`src/rtl/vva_pkg.sv`:
```
// ----------------------------------------------------------------------------
// vva_pkg
// Types and constants shared by the vector ALU front end, back end and
// divide/square-root sequencer.
// ----------------------------------------------------------------------------
`default_nettype none

package vva_pkg;

	localparam logic [3:0] FN_BCAST = 4'd0;
	localparam logic [3:0] FN_ADD   = 4'd1;
	localparam logic [3:0] FN_SUB   = 4'd2;
	localparam logic [3:0] FN_MUL   = 4'd3;
	localparam logic [3:0] FN_DIV   = 4'd4;
	localparam logic [3:0] FN_ADDS  = 4'd5;
	localparam logic [3:0] FN_SUBS  = 4'd6;
	localparam logic [3:0] FN_MULS  = 4'd7;
	localparam logic [3:0] FN_DIVS  = 4'd8;
	localparam logic [3:0] FN_DOT   = 4'd9;
	localparam logic [3:0] FN_LEN   = 4'd10;
	localparam logic [3:0] FN_NORM  = 4'd11;
	localparam logic [3:0] FN_CROSS = 4'd12;

	localparam logic [31:0] S32_MAX = 32'h7fff_ffff;
	localparam logic [31:0] S32_MIN = 32'h8000_0000;

	localparam logic [2:0] REG_EPSILON = 3'd0;
	localparam logic [16:0] EPSILON_RESET = 17'd1;

	typedef enum logic [3:0] {
		OP_BCAST, OP_ADD, OP_SUB, OP_MUL, OP_DIV, OP_ADDS, OP_SUBS,
		OP_MULS, OP_DIVS, OP_DOT, OP_LEN, OP_NORM, OP_CROSS, OP_NONE
	} op_t;

	typedef enum logic [1:0] {
		SM_DIV, SM_NORM, SM_LEN
	} smode_t;

	typedef enum logic [2:0] {
		SS_IDLE, SS_SQRT, SS_CHK, SS_DIV, SS_DONE
	} seq_state_t;

	typedef struct packed {
		op_t              op;
		logic [2:0][31:0] u;
		logic [2:0][31:0] v;
		logic [31:0]      s;
	} item_t;

	typedef struct packed {
		smode_t           mode;
		logic [2:0][31:0] a;
		logic [2:0][31:0] b;
		logic [63:0]      sq;
	} seq_req_t;

	typedef struct packed {
		logic [2:0][31:0] r;
		logic [31:0]      rs;
		logic             ov;
		logic             dz;
	} res_t;

endpackage

`default_nettype wire

```
`src/rtl/vva_front.sv`:
```
// ----------------------------------------------------------------------------
// vva_front
// Accepts commands, decodes the function code and queues the items.
// ----------------------------------------------------------------------------
`default_nettype none

module vva_front #(
	parameter int QDEPTH = 4
) (
	input  wire logic           clk,
	input  wire logic           arst_n,
	input  wire logic           start,
	input  wire logic [3:0]     func,
	input  wire logic [31:0]    u_x,
	input  wire logic [31:0]    u_y,
	input  wire logic [31:0]    u_z,
	input  wire logic [31:0]    v_x,
	input  wire logic [31:0]    v_y,
	input  wire logic [31:0]    v_z,
	input  wire logic [31:0]    scalar_in,
	output logic                busy,
	output vva_pkg::item_t      item,
	output logic                item_valid,
	input  wire logic           pop
);

	localparam int PW = (QDEPTH > 1) ? $clog2(QDEPTH) : 1;
	localparam int CW = $clog2(QDEPTH + 1);

	vva_pkg::item_t mem_q [QDEPTH];
	vva_pkg::item_t dec;
	logic [PW-1:0] wr_q, rd_q;
	logic [CW-1:0] cnt_q;
	logic push;

	always_comb begin
		dec.u = {u_z, u_y, u_x};
		dec.v = {v_z, v_y, v_x};
		dec.s = scalar_in;
		case (func)
			vva_pkg::FN_BCAST: dec.op = vva_pkg::OP_BCAST;
			vva_pkg::FN_ADD:   dec.op = vva_pkg::OP_ADD;
			vva_pkg::FN_SUB:   dec.op = vva_pkg::OP_SUB;
			vva_pkg::FN_MUL:   dec.op = vva_pkg::OP_MUL;
			vva_pkg::FN_DIV:   dec.op = vva_pkg::OP_DIV;
			vva_pkg::FN_ADDS:  dec.op = vva_pkg::OP_ADDS;
			vva_pkg::FN_SUBS:  dec.op = vva_pkg::OP_SUBS;
			vva_pkg::FN_MULS:  dec.op = vva_pkg::OP_MULS;
			vva_pkg::FN_DIVS:  dec.op = vva_pkg::OP_DIVS;
			vva_pkg::FN_DOT:   dec.op = vva_pkg::OP_DOT;
			vva_pkg::FN_LEN:   dec.op = vva_pkg::OP_LEN;
			vva_pkg::FN_NORM:  dec.op = vva_pkg::OP_NORM;
			vva_pkg::FN_CROSS: dec.op = vva_pkg::OP_CROSS;
			default:           dec.op = vva_pkg::OP_NONE;
		endcase
	end

	assign busy       = (cnt_q == CW'(QDEPTH));
	assign push       = start && !busy;
	assign item_valid = (cnt_q != '0);
	assign item       = mem_q[rd_q];

	always_ff @(posedge clk) begin
		if (push) begin
			mem_q[wr_q] <= dec;
		end
	end

	always_ff @(posedge clk or negedge arst_n) begin
		if (!arst_n) begin
			wr_q  <= '0;
			rd_q  <= '0;
			cnt_q <= '0;
		end else begin
			if (push) begin
				wr_q <= (wr_q == PW'(QDEPTH - 1)) ? '0 : wr_q + 1'b1;
			end
			if (pop) begin
				rd_q <= (rd_q == PW'(QDEPTH - 1)) ? '0 : rd_q + 1'b1;
			end
			if (push && !pop) begin
				cnt_q <= cnt_q + 1'b1;
			end else if (pop && !push) begin
				cnt_q <= cnt_q - 1'b1;
			end
		end
	end

endmodule

`default_nettype wire

```
`config.mk`:
```
export PLATFORM = sky130hd
export DESIGN_NAME = vva_front
export DESIGN_NICKNAME = d
export VERILOG_FILES = /design/src/rtl/vva_pkg.sv /design/src/rtl/vva_front.sv
export SDC_FILE = /design/constraint.sdc
export NUM_CORES = 1
export LEC_CHECK = 0
export ABC_AREA = 0
export BUFFER_PORTS_ARGS = -buffer_cell sky130_fd_sc_hd__clkbuf_2
export CORE_MARGIN = 5
export CORE_UTILIZATION = 40
export DETAILED_ROUTE_END_ITERATION = 8
export GPL_TIMING_DRIVEN = 0
export PLACE_DENSITY = 0.58
export SYNTH_ARGS = -nofsm -noshare
export SYNTH_HDL_FRONTEND = slang
export SYNTH_SLANG_ARGS = --single-unit
```
`constraint.sdc`:
```
create_clock -name clk -period 28.9 [get_ports clk]
set_input_delay 1.445 -clock clk [delete_from_list [all_inputs] [get_ports clk]]
set_output_delay 1.445 -clock clk [all_outputs]
set_load 0.02 [all_outputs]
```
-- Yosys cells after proc, flatten, opt, wreduce, memory -nomap -nowiden
Memory sizes are Yosys's and may differ from the RTL's.
Cells that the tools add are included.
- add/subtract/negate cells: 4
- $mul: 0
- div/mod/pow operators: 0
- order comparisons: 0
- eq/ne operators: 3
- shifts and indexed selects: 0
- muxes and demuxes: 6
- bitwise logic cells: 0
- reductions and logical operators: 8
- operators by type and width (kind ; number):
    3-bit 2-to-1 mux ; 2
    2-bit by 1-bit adder with 2-bit output, second input constant ; 2
    2-bit equality test, second input constant ; 2
    2-bit 2-to-1 mux ; 2
    3-bit by 1-bit adder with 3-bit output, second input constant ; 1
    3-bit equality test, second input constant ; 1
    1-bit logical AND ; 3
    1-bit logical NOT ; 3
    3-bit nonzero test ; 1
    3-bit by 1-bit subtractor with 3-bit output, second input constant ; 1
    1-bit 2-to-1 mux ; 2
    2-bit nonzero test ; 1
- register bits after elaboration: 7
- bits in latches: 0
- memory bits (writable): 912
- ROM bits: 64
- output and inout bits: 230
- logic and storage cells: 26
- memories: 2
- memory list (name ; words ; width ; rd ports ; clocked after memory_dff ; wr ports ; line ; RTL):
    mem_q ; 4 ; 228 ; 1 ; 0 ; 1 ; vva_front.sv:30 ; vva_pkg::item_t mem_q [QDEPTH];
    (no name shown) ; 16 ; 4 ; 1 ; 0 ; 0 ; vva_front.sv:40 ; case (func)

-- Logic depth before layout (Yosys ltp)
Gate-level depths: netlist of the first run.
- word-level depth: 7
- gate-level depth with buffers: 8

-- Least setup slack after synthesis of the first run
No wires, ideal clock.
- path type: input to register
- from: input start
- to: memory mem_q[3][0] in the netlist's numbering, enable pin
- setup time: 0.826 ns
- arrival time: 11.035 ns
- data required time: 28.074 ns
- path slack: 17.039 ns
- cell stages on the path: 2
- buffers on the path: 0
- path through: nand2_1 > nor2_1
- longest elaborated chain between the ends: 3
- ends and longest elaborated chain (what ; line ; RTL):
    start, declared ; vva_front.sv:12 ; input wire logic start,
    1-bit logical AND ; vva_front.sv:59 ; assign push = start && !busy;
    1-bit 2-to-1 mux ; vva_front.sv:64 ; if (push) begin
    1-bit 2-to-1 mux (implied by the code) ; vva_front.sv:65 ; mem_q[wr_q] <= dec;
    end, declared ; vva_front.sv:30 ;
Every way passes these cells.

==> impl_metrics.csv, run 1 <==
group,metric,value,unit
grt,grt_max_degree,55,
pwr,switching_share,31.9,%
grt,grt.overflow.total,0,
placement,port_buffers,461,
setup_path,startpoint,"rd_q[1]",
pwr,vdd_drop_max,0.102,mV
pwr,switchingPower,1.45,mW
clocking,cts_tree,"done",
job,drv_cap,0,
clocking,cts_hold_buf,0,
clocking,cts_max_path_buffers,3,
yosys,synth_area,33500,um2
floorplan,initial_core_util,40.2,%
yosys,yosysWarnings,0,
grt,grt_use_total,15.9,%
hold_path,holdCritPathClass,"reg2reg",
floorplan,dieArea,89600,um2
timing,period_share,15.3,%
final_layout,fill_cells,6704,
placement,place_hpwl,48.8,mm
timing,worst_slew_pin_slew,1.05,ns
yosys,synth_area_per_cell,27.2,um2
pwr,intPower,3.09,mW
yosys,ys_seq_area_share,82.3,%
final_layout,syn2layout_area_growth,22.4,%
routing,ant_nets,0,
timing,finClkSkew,0.0276,ns
yosys,ys_types,25,
timing,drv_slew,0,
timing,fmax,0.227,GHz
timing,setup_viol,0,
placement,place_area,37700,um2
final_layout,drive_above_1_share,47.9,%
routing,via_per_inst,5.07,
grt,antenna_found_initial,14,
floorplan,io_pins,462,
clocking,cts_inserted_buffers,96,
timing,hold_viol,0,
clocking,cts_setup_buffers,0,
pwr,leakagePower,14.0,nW
pwr,seq_power_share,39.8,%
setup_path,worstPathArrival,2.97,ns
grt,grt_pass1_wl,106,mm
timing,tns,0,ns
setup_path,critPathLaunchType,"flop",
grt,grt_pass1_vias,16313,
routing,wl_per_cell,24.3,um
final_layout,final_util,49.1,%
floorplan,fp.dieW,299,um
timing,rsz0062_at_grt,"false",
yosys,yosys_register_bits,919,
routing,routed_wl,72.4,mm
yosys,syn-num-nets,1469,
pwr,combPwrFrac,32.9,%
setup_path,crit_type,"reg2out",
final_layout,final_area,41000,um2
routing,drt-pass1-iter-count,4,
pwr,clockPowerShare,27.3,%
clocking,htree_levels,3,
pwr,power_density,111,nW/um2
setup_path,critPathCaptureType,"output pin",
setup_path,path_max_fanout,10,
clocking,cts-root-buf,"clkbuf_16",
final_layout,regArea,27600,um2
final_layout,layout.nets,2051,
routing,drc_errors,0,
clocking,clock_latency,0.64,ns
floorplan,dieHeight,299,um
routing,dr.first_iter.drc_count,976,
setup_path,r2r_start,"cnt_q[2]",
clocking,cts_sinks,919,
timing,finalCriticalPeriod,4.41,ns
yosys,syn_inst,1230,
clocking,path_clk_slew,0.06,ns
clocking,ctsResizeCount,0,
setup_path,worstPathRequired,27.45,ns
timing,slew_headroom,29.7,%
status,status,"finished, final reports clean",
setup_path,crit_end,"item[99]",
floorplan,core_area,83400,um2
routing,num_vias,15074,
setup_path,r2r-end,"mem_q[0][123]",
placement,gp_congestion,0.717,
setup_path,r2r_setup_slack,26.04,ns
final_layout,multi_input_comb_area,5410,um2
floorplan,rows,106,
setup_path,r2r_cells,5,
[logic make-up after synthesis]
family	synth area share, %
flops	82.3
xor+xnor	0.0784
simple gates	0.187
fa+ha+maj	0.284
compound gates	0.0486
mux	15.5
buf+inv	1.64
[how the worst min path moves through the flow]
stage,start,endpoint,slack [ns],cells past startpoint
CTS,cnt_q[2],cnt_q[2],0.48,1
global route,cnt_q[2],cnt_q[2],0.50,1
global placement,cnt_q[2],cnt_q[2],0.46,1
floorplan,cnt_q[2],cnt_q[2],0.45,1
finish,cnt_q[2],cnt_q[2],0.49,1
detailed placement,cnt_q[2],cnt_q[2],0.47,1
[power groups by stage]
stage               sequential (mW)  clock (mW)  combinational [mW]
floorplan                      1.89           0               0.973
finish                         1.80        1.24                1.49
global route                   1.82        1.34                1.59
CTS                            1.81        1.28                1.54
detailed placement             1.84           0                1.54
global placement               1.98           0                1.48
[sequential cells by signal, indices dropped and copies added, names as in the netlist]
name / count
wr_q: 2
mem_q: 912
rd_q: 2
cnt_q: 3
[cell usage in the layout, fill, tap and decap left out, types with 4 or more instances in the layout]
cell type | synthesis | layout
ha_1 | 6 | 6
bufinv_16 | 0 | 13
clkbuf_16 | 0 | 98
buf_12 | 11 | 19
clkbuf_1 | 2 | 16
edfxtp_1 | 912 | 912
buf_8 | 10 | 10
mux4_2 | 228 | 228
inv_1 | 4 | 4
buf_16 | 0 | 15
buf_2 | 23 | 23
clkinv_1 | 0 | 25
clkbuf_2 | 0 | 461
dfrtp_1 | 7 | 7
diode_2 | 0 | 8
clkinv_2 | 0 | 13
[area by class of cell]
cell class / count / share of cell area, %
Sequential cell: 919 / 67.2
Multi-Input combinational cell: 256 / 13.2
Timing Repair Buffer: 484 / 7.03
Clock buffer: 112 / 6.11
Tap cell: 1080 / 3.30
Clock inverter: 61 / 1.75
Buffer: 51 / 1.30
Antenna cell: 8 / 0.0488
Inverter: 4 / 0.0366
[cells in the mapped netlist]
cell	number	area, um2
nor2_1	4	15.0
clkbuf_1	2	7.51
xor2_1	2	17.5
inv_1	4	15.0
buf_2	23	115
edfxtp_1	912	27400
ha_1	6	75.1
buf_12	11	220
mux2_2	3	33.8
buf_8	10	150
and2_1	3	18.8
dfrtp_1	7	175
buf_1	1	3.75
nor3b_2	1	12.5
a21boi_0	1	7.51
mux2_1	2	22.5
mux4_2	228	5130
or3_1	1	6.26
nor2b_1	1	6.26
a31o_2	1	8.76
fa_1	1	20.0
buf_4	2	15.0
xnor2_1	1	8.76
nand2_1	1	3.75
buf_6	2	22.5
[stage by stage]
| step | power, mW | cells | setup WS, ns | hold slack [ns] |
|---|---|---|---|---|
| after floorplan | 2.87 | 1230 | 17.04 | 0.445 |
| after CTS | 4.63 | 2967 | 24.23 | 0.480 |
| final | 4.54 | 2975 | 24.49 | 0.488 |
| after global placement | 3.46 | 2771 | 8.03 | 0.461 |
| after detailed placement | 3.37 | 2794 | 24.98 | 0.469 |
| after global routing | 4.75 | 2969 | 24.23 | 0.500 |
[layer usage]
| layer | track usage, % | up-vias | wire length (um) |
|---|---|---|---|
| li1 | - | 6570 | - |
| met1 | 19.3 | 7991 | 27500 |
| met2 | 27.3 | 390 | 37400 |
| met3 | 5.42 | 111 | 5840 |
| met4 | 4.44 | 12 | 1480 |
| met5 | 0 | - | 74 |
[worst max-delay path, cell delays in order (launching register included)]
cell and delay [ns]:
dfrtp_1 0.45, clkbuf_1 0.81, buf_2 0.48, mux4_2 0.36, clkbuf_2 0.21
Power figures use the tool's default switching activity.
==> run 2, diff against run 1 <==
Clock period 28.9 ns to 4.1 ns, I/O delays scaled along.
==> run 2 against run 1 <==
Against the previous run: global-route usage increased by 0.088 points; total power increased to 7.0 times the previous value; sequential power increased to 7.1 times the previous value; wire length decreased by 0.57%; register-to-register slack got worse by 25 ns; final area increased by 5.3%; critical path type unchanged; critical endpoint is now item[167]; largest cell class unchanged.
==> impl_metrics.csv, run 2 (synthesis results as in run 1) <==
group,metric,value,unit
hold_path,holdCritPathClass,"in2reg",
clocking,cts-root-buf,"clkbuf_16",
final_layout,layout.nets,2285,
clocking,cts_hold_buf,233,
final_layout,fill_cells,6564,
floorplan,dieArea,89600,um2
setup_path,startpoint,"rd_q[1]",
clocking,cts_inserted_buffers,97,
pwr,power_density,736,nW/um2
clocking,cts_sinks,919,
grt,antenna_found_initial,7,
floorplan,initial_core_util,40.2,%
final_layout,top_register,"mem_q",
setup_path,critPathTopFamily,"buffers and inverters",
timing,rsz0062_at_grt,"false",
timing,hold_viol,0,
routing,ant_nets,0,
timing,fmax,0.321,GHz
final_layout,final_cells,3205,
floorplan,fp.dieW,299,um
setup_path,cp.depth,4,
grt,grt.overflow.total,0,
placement,post-place-cells,2794,
grt,grt_pass1_wl,109,mm
final_layout,drive_above_1_share,42.5,%
final_layout,biggestRegsByFlops,"mem_q (912), cnt_q (3)",
final_layout,multi_input_comb_area,5410,um2
final_layout,regArea,27600,um2
final_layout,final_common_cell,"edfxtp_1",
clocking,cts_setup_buffers,0,
setup_path,path_buf_inv,3,
routing,drt-pass1-iter-count,5,
timing,drv_slew,0,
setup_path,worstPathArrival,2.91,ns
clocking,path_clk_slew,0.06,ns
timing,finClkSkew,0.0255,ns
final_layout,syn2layout_area_growth,28.9,%
setup_path,crit_end,"item[167]",
timing,worst_slew_pin_slew,0.916,ns
timing,setup_viol,0,
routing,routed_wl,72.0,mm
clocking,ctsResizeCount,0,
floorplan,dieHeight,299,um
clocking,htree_levels,3,
status,status,"finished, final reports clean",
floorplan,io_pins,462,
placement,gp_congestion,0.720,
setup_path,critPathLaunchType,"flop",
setup_path,worstPathRequired,3.89,ns
routing,via_per_inst,5.00,
floorplan,core_area,83400,um2
grt,grt_use_total,16.0,%
routing,drc_errors,0,
timing,fin_hold_ws,0.314,ns
pwr,vdd_drop_max,0.460,mV
timing,period_share,76.1,%
timing,finalCriticalPeriod,3.12,ns
grt,grt_max_degree,56,
setup_path,critPathCaptureType,"output pin",
setup_path,crit_chain,"clkbuf_1, buf_2, mux4_2, clkbuf_2",
routing,dr.first_iter.drc_count,904,
grt,grt_pass1_vias,17741,
timing,slew_headroom,38.9,%
setup_path,r2r-end,"mem_q[2][118]",
setup_path,r2r_cells,5,
setup_path,r2r_start,"cnt_q[2]",
placement,port_buffers,461,
placement,place_hpwl,47.1,mm
setup_path,crit_type,"reg2out",
clocking,cts_max_path_buffers,3,
pwr,leakagePower,14.9,nW
job,drv_cap,0,
final_layout,largest_register_ffs,912,
setup_path,slowest_stage,"clkbuf_1",
setup_path,cpPeakStageDelay,0.68,ns
final_layout,final_cell_mix,"912 x edfxtp_1, 461 x clkbuf_2, 233 x dlygate4sd3_1",
clocking,cts_tree,"done",
setup_path,path_max_fanout,10,
setup_path,r2r_setup_slack,1.23,ns
routing,num_vias,16017,
floorplan,rows,106,
routing,wl_per_cell,22.5,um
clocking,clock_latency,0.64,ns
## run 2: changes by cell type in the layout (fill, tap and decap cells not counted), moves of 3 or more
| cell | delta |
|---|---|
| dlygate4sd3_1 | +233 |
| bufinv_16 | -6 |
| diode_2 | -3 |
| clkbuf_1 | +8 |
| clkinv_1 | -4 |
## run 2: area by class of cell
| class | instances | share of cell area [%] |
|---|---|---|
| diodes | 5 | 0.0290 |
| plain buffers | 51 | 1.24 |
| clock buffers | 120 | 5.87 |
| clock inverters | 53 | 1.24 |
| inverters | 4 | 0.0348 |
| multi-input cells | 256 | 12.5 |
| flip-flops and latches | 919 | 63.8 |
| well taps | 1080 | 3.13 |
| repair buffers | 717 | 12.1 |
## run 2: where the power goes
group          total (mW)  switching (mW)  internal, mW
clock network        8.36            3.51          4.85
logic                10.7            6.34          4.34
registers            12.7           0.355          12.4
total                31.8            10.2          21.6
## run 2: metal layers
| metal | GRT usage [%] | share of wire [%] |
|---|---|---|
| met4 | 4.76 | 2.4 |
| met2 | 27.0 | 51 |
| met5 | 0 | 0.038 |
| met1 | 20.4 | 40 |
| met3 | 4.55 | 7.5 |
## run 2: how the worst min path moves through the flow
| stage | startpoint | end | slack (ns) | depth (start not counted) |
|---|---|---|---|---|
| after global placement | arst_n | wr_q[0] | 0.05 | 1 |
| final | scalar_in[3] | mem_q[0][3] | 0.31 | 2 |
| after floorplan | arst_n | cnt_q[0] | -0.09 | 0 |
| after CTS | scalar_in[0] | mem_q[2][0] | 0.26 | 2 |
| after global routing | v_y[15] | mem_q[2][79] | 0.28 | 2 |
| after detailed placement | arst_n | rd_q[1] | 0.06 | 1 |
## run 2: through the flow
| step | cell area [um2] | power [mW] | worst slack (ns) | utilization [%] | setup TNS, ns |
|---|---|---|---|---|---|
| floorplan | 33500 | 19.8 | -0.319 | - | -72.77 |
| global placement | 37200 | 23.5 | -3.29 | 44.6 | -965.50 |
| detailed placement | 37800 | 23.7 | 1.21 | 45.3 | 0 |
| CTS | 43200 | 32.4 | 0.762 | 51.7 | 0 |
| global route | 43200 | 33.3 | 0.682 | 51.7 | 0 |
| finish | 43200 | 31.8 | 0.982 | 51.7 | 0 |
==> run 3, diff against run 2 <==
Settings changed: PLACE_DENSITY 0.58 to 0.6.
Clock period 4.1 ns to 2.7 ns, I/O delays scaled along.
==> run 3 against run 2 <==
Against the previous run: critical path depth up 1; non-clock buffer count down 1; final cell count about the same.
==> impl_metrics.csv, run 3 (synthesis results as in run 1) <==
group,metric,value,unit
timing,final.setup.worst_slack,0.135,ns
pwr,seq_power_share,40.4,%
hold_path,holdCritPathClass,"in2reg",
routing,wl_met3,4.93,mm
placement,place_area,37700,um2
setup_path,startpoint,"cnt_q[2]",
placement,place_hpwl,46.6,mm
placement,place_ws,0.0155,ns
floorplan,fp.dieW,299,um
pwr,combPwrFrac,33.8,%
timing,worst_slew_pin_slew,0.703,ns
setup_path,r2r_start,"cnt_q[2]",
timing,rsz0062_at_grt,"false",
routing,top_layer_used,"met5",
grt,grt_pass1_vias,17544,
pwr,power_density,1110,nW/um2
final_layout,final_common_cell,"edfxtp_1",
final_layout,drive_above_1_share,42.3,%
final_layout,top_register,"mem_q",
timing,fin_hold_ws,0.253,ns
status,status,"finished, final reports clean",
grt,antenna_found_initial,6,
routing,routed_wl,71.8,mm
pwr,switchingPower,15.4,mW
pwr,vdd_drop_max,0.891,mV
timing,finClkSkew,0.0244,ns
grt,grt.overflow.total,0,
setup_path,crit_end,"mem_q[2][52]",
clocking,path_clk_slew,0.06,ns
setup_path,worstPathRequired,2.99,ns
routing,drt-pass1-iter-count,5,
floorplan,dieHeight,299,um
setup_path,path_max_fanout,53,
setup_path,worstPathArrival,2.85,ns
routing,wl_met2,37.2,mm
clocking,cts_inserted_buffers,95,
final_layout,final_area,43100,um2
clocking,cts_max_path_buffers,3,
final_layout,final_cells,3203,
grt,grt_pass1_wl,109,mm
clocking,htree_levels,3,
setup_path,r2r_cells,5,
clocking,cts_setup_buffers,0,
setup_path,critPathLaunchType,"flop",
setup_path,r2r-end,"mem_q[2][52]",
placement,port_buffers,461,
placement,post-place-cells,2793,
clocking,clock_latency,0.64,ns
setup_path,critPathCaptureType,"flop",
timing,fmax,0.390,GHz
grt,grt_use_total,15.8,%
pwr,switching_share,32.1,%
floorplan,dieArea,89600,um2
routing,via_per_inst,4.98,
final_layout,fill_cells,6493,
floorplan,core_area,83400,um2
timing,setup_viol,0,
final_layout,final_util,51.6,%
final_layout,layout.nets,2282,
clocking,cts-root-buf,"clkbuf_16",
routing,num_vias,15953,
clocking,cts_sinks,919,
timing,finalCriticalPeriod,2.56,ns
floorplan,io_pins,462,
pwr,clockPowerShare,25.8,%
final_layout,syn2layout_area_growth,28.5,%
routing,wl_per_cell,22.4,um
setup_path,crit_type,"reg2reg",
timing,period_share,95.0,%
clocking,cts_tree,"done",
pwr,power,47.9,mW
routing,drc_errors,0,
timing,drv_slew,0,
job,drv_cap,0,
timing,hold_viol,0,
final_layout,largest_register_ffs,912,
routing,dr.first_iter.drc_count,937,
timing,tns,0,ns
setup_path,r2r_setup_slack,0.14,ns
routing,met1Wirelength,27.9,mm
pwr,intPower,32.5,mW
final_layout,final_cell_mix,"912 x edfxtp_1, 461 x clkbuf_2, 233 x dlygate4sd3_1",
timing,slew_headroom,53.1,%
routing,ant_nets,0,
final_layout,biggestRegsByFlops,"mem_q (912), cnt_q (3)",
floorplan,initial_core_util,40.2,%
pwr,leakagePower,14.9,nW
placement,gp_congestion,0.703,
floorplan,rows,106,
grt,grt_max_degree,56,
==> run 3: changes by cell type in the layout (fill, tap and decap cells not counted), sizes merged <==
cell and delta:
clkinv +1, clkbuf +1, buf -1, inv -2
bufinv -1
==> run 3: layout make-up <==
class	count	area (um2)	area share (%)
well taps	1080	1350	3.14
clock buffers	121	2500	5.80
multi-input cells	256	5430	12.6
flip-flops and latches	919	27600	64.0
plain buffers	51	547	1.27
diodes	5	12.5	0.0291
inverters	4	15.0	0.0349
repair buffers	716	5190	12.1
clock inverters	51	454	1.05
==> run 3: repair_timing <==
item,4_1_cts,5_1_grt
resized for setup,6,1
hold endpoints to repair,937,0
endpoints found under the setup margin,200,156
hold buffers,233,0
pin swaps,0,2
==> run 3: worst min-delay path by stage <==
stage | start | end | slack (ns) | cells past startpoint
6_report | v_y[15] | mem_q[3][79] | 0.25 | 2
2_1_floorplan | arst_n | cnt_q[0] | -0.16 | 0
5_1_grt | v_y[23] | mem_q[0][87] | 0.23 | 2
4_1_cts | u_z[4] | mem_q[1][196] | 0.19 | 2
3_5_place_dp | arst_n | cnt_q[0] | -0.02 | 1
3_3_place_gp | arst_n | cnt_q[2] | -0.02 | 1
==> run 3: layer usage <==
layer	vias to the layer above	track usage, %
met5	-	0
li1	7034	-
met1	8375	19.7
met2	434	27.5
met3	108	4.31
met4	2	4.58
==> run 3: power by group through the flow <==
stage          logic (mW)  registers [mW]  clock network [mW]
2_1_floorplan        10.5            19.6                   0
3_3_place_gp         15.8            19.9                   0
3_5_place_dp         16.3            19.6                   0
4_1_cts              16.7            19.4                12.7
5_1_grt              17.3            19.5                13.3
6_report             16.2            19.3                12.3
==> run 3: worst max-delay path: stages, from the launching register on <==
cell	delay, ns
dfrtp_1	0.39
nor3b_4	0.18
nor2b_4	0.19
and2_4	0.64
buf_16	0.36
buf_16	0.31
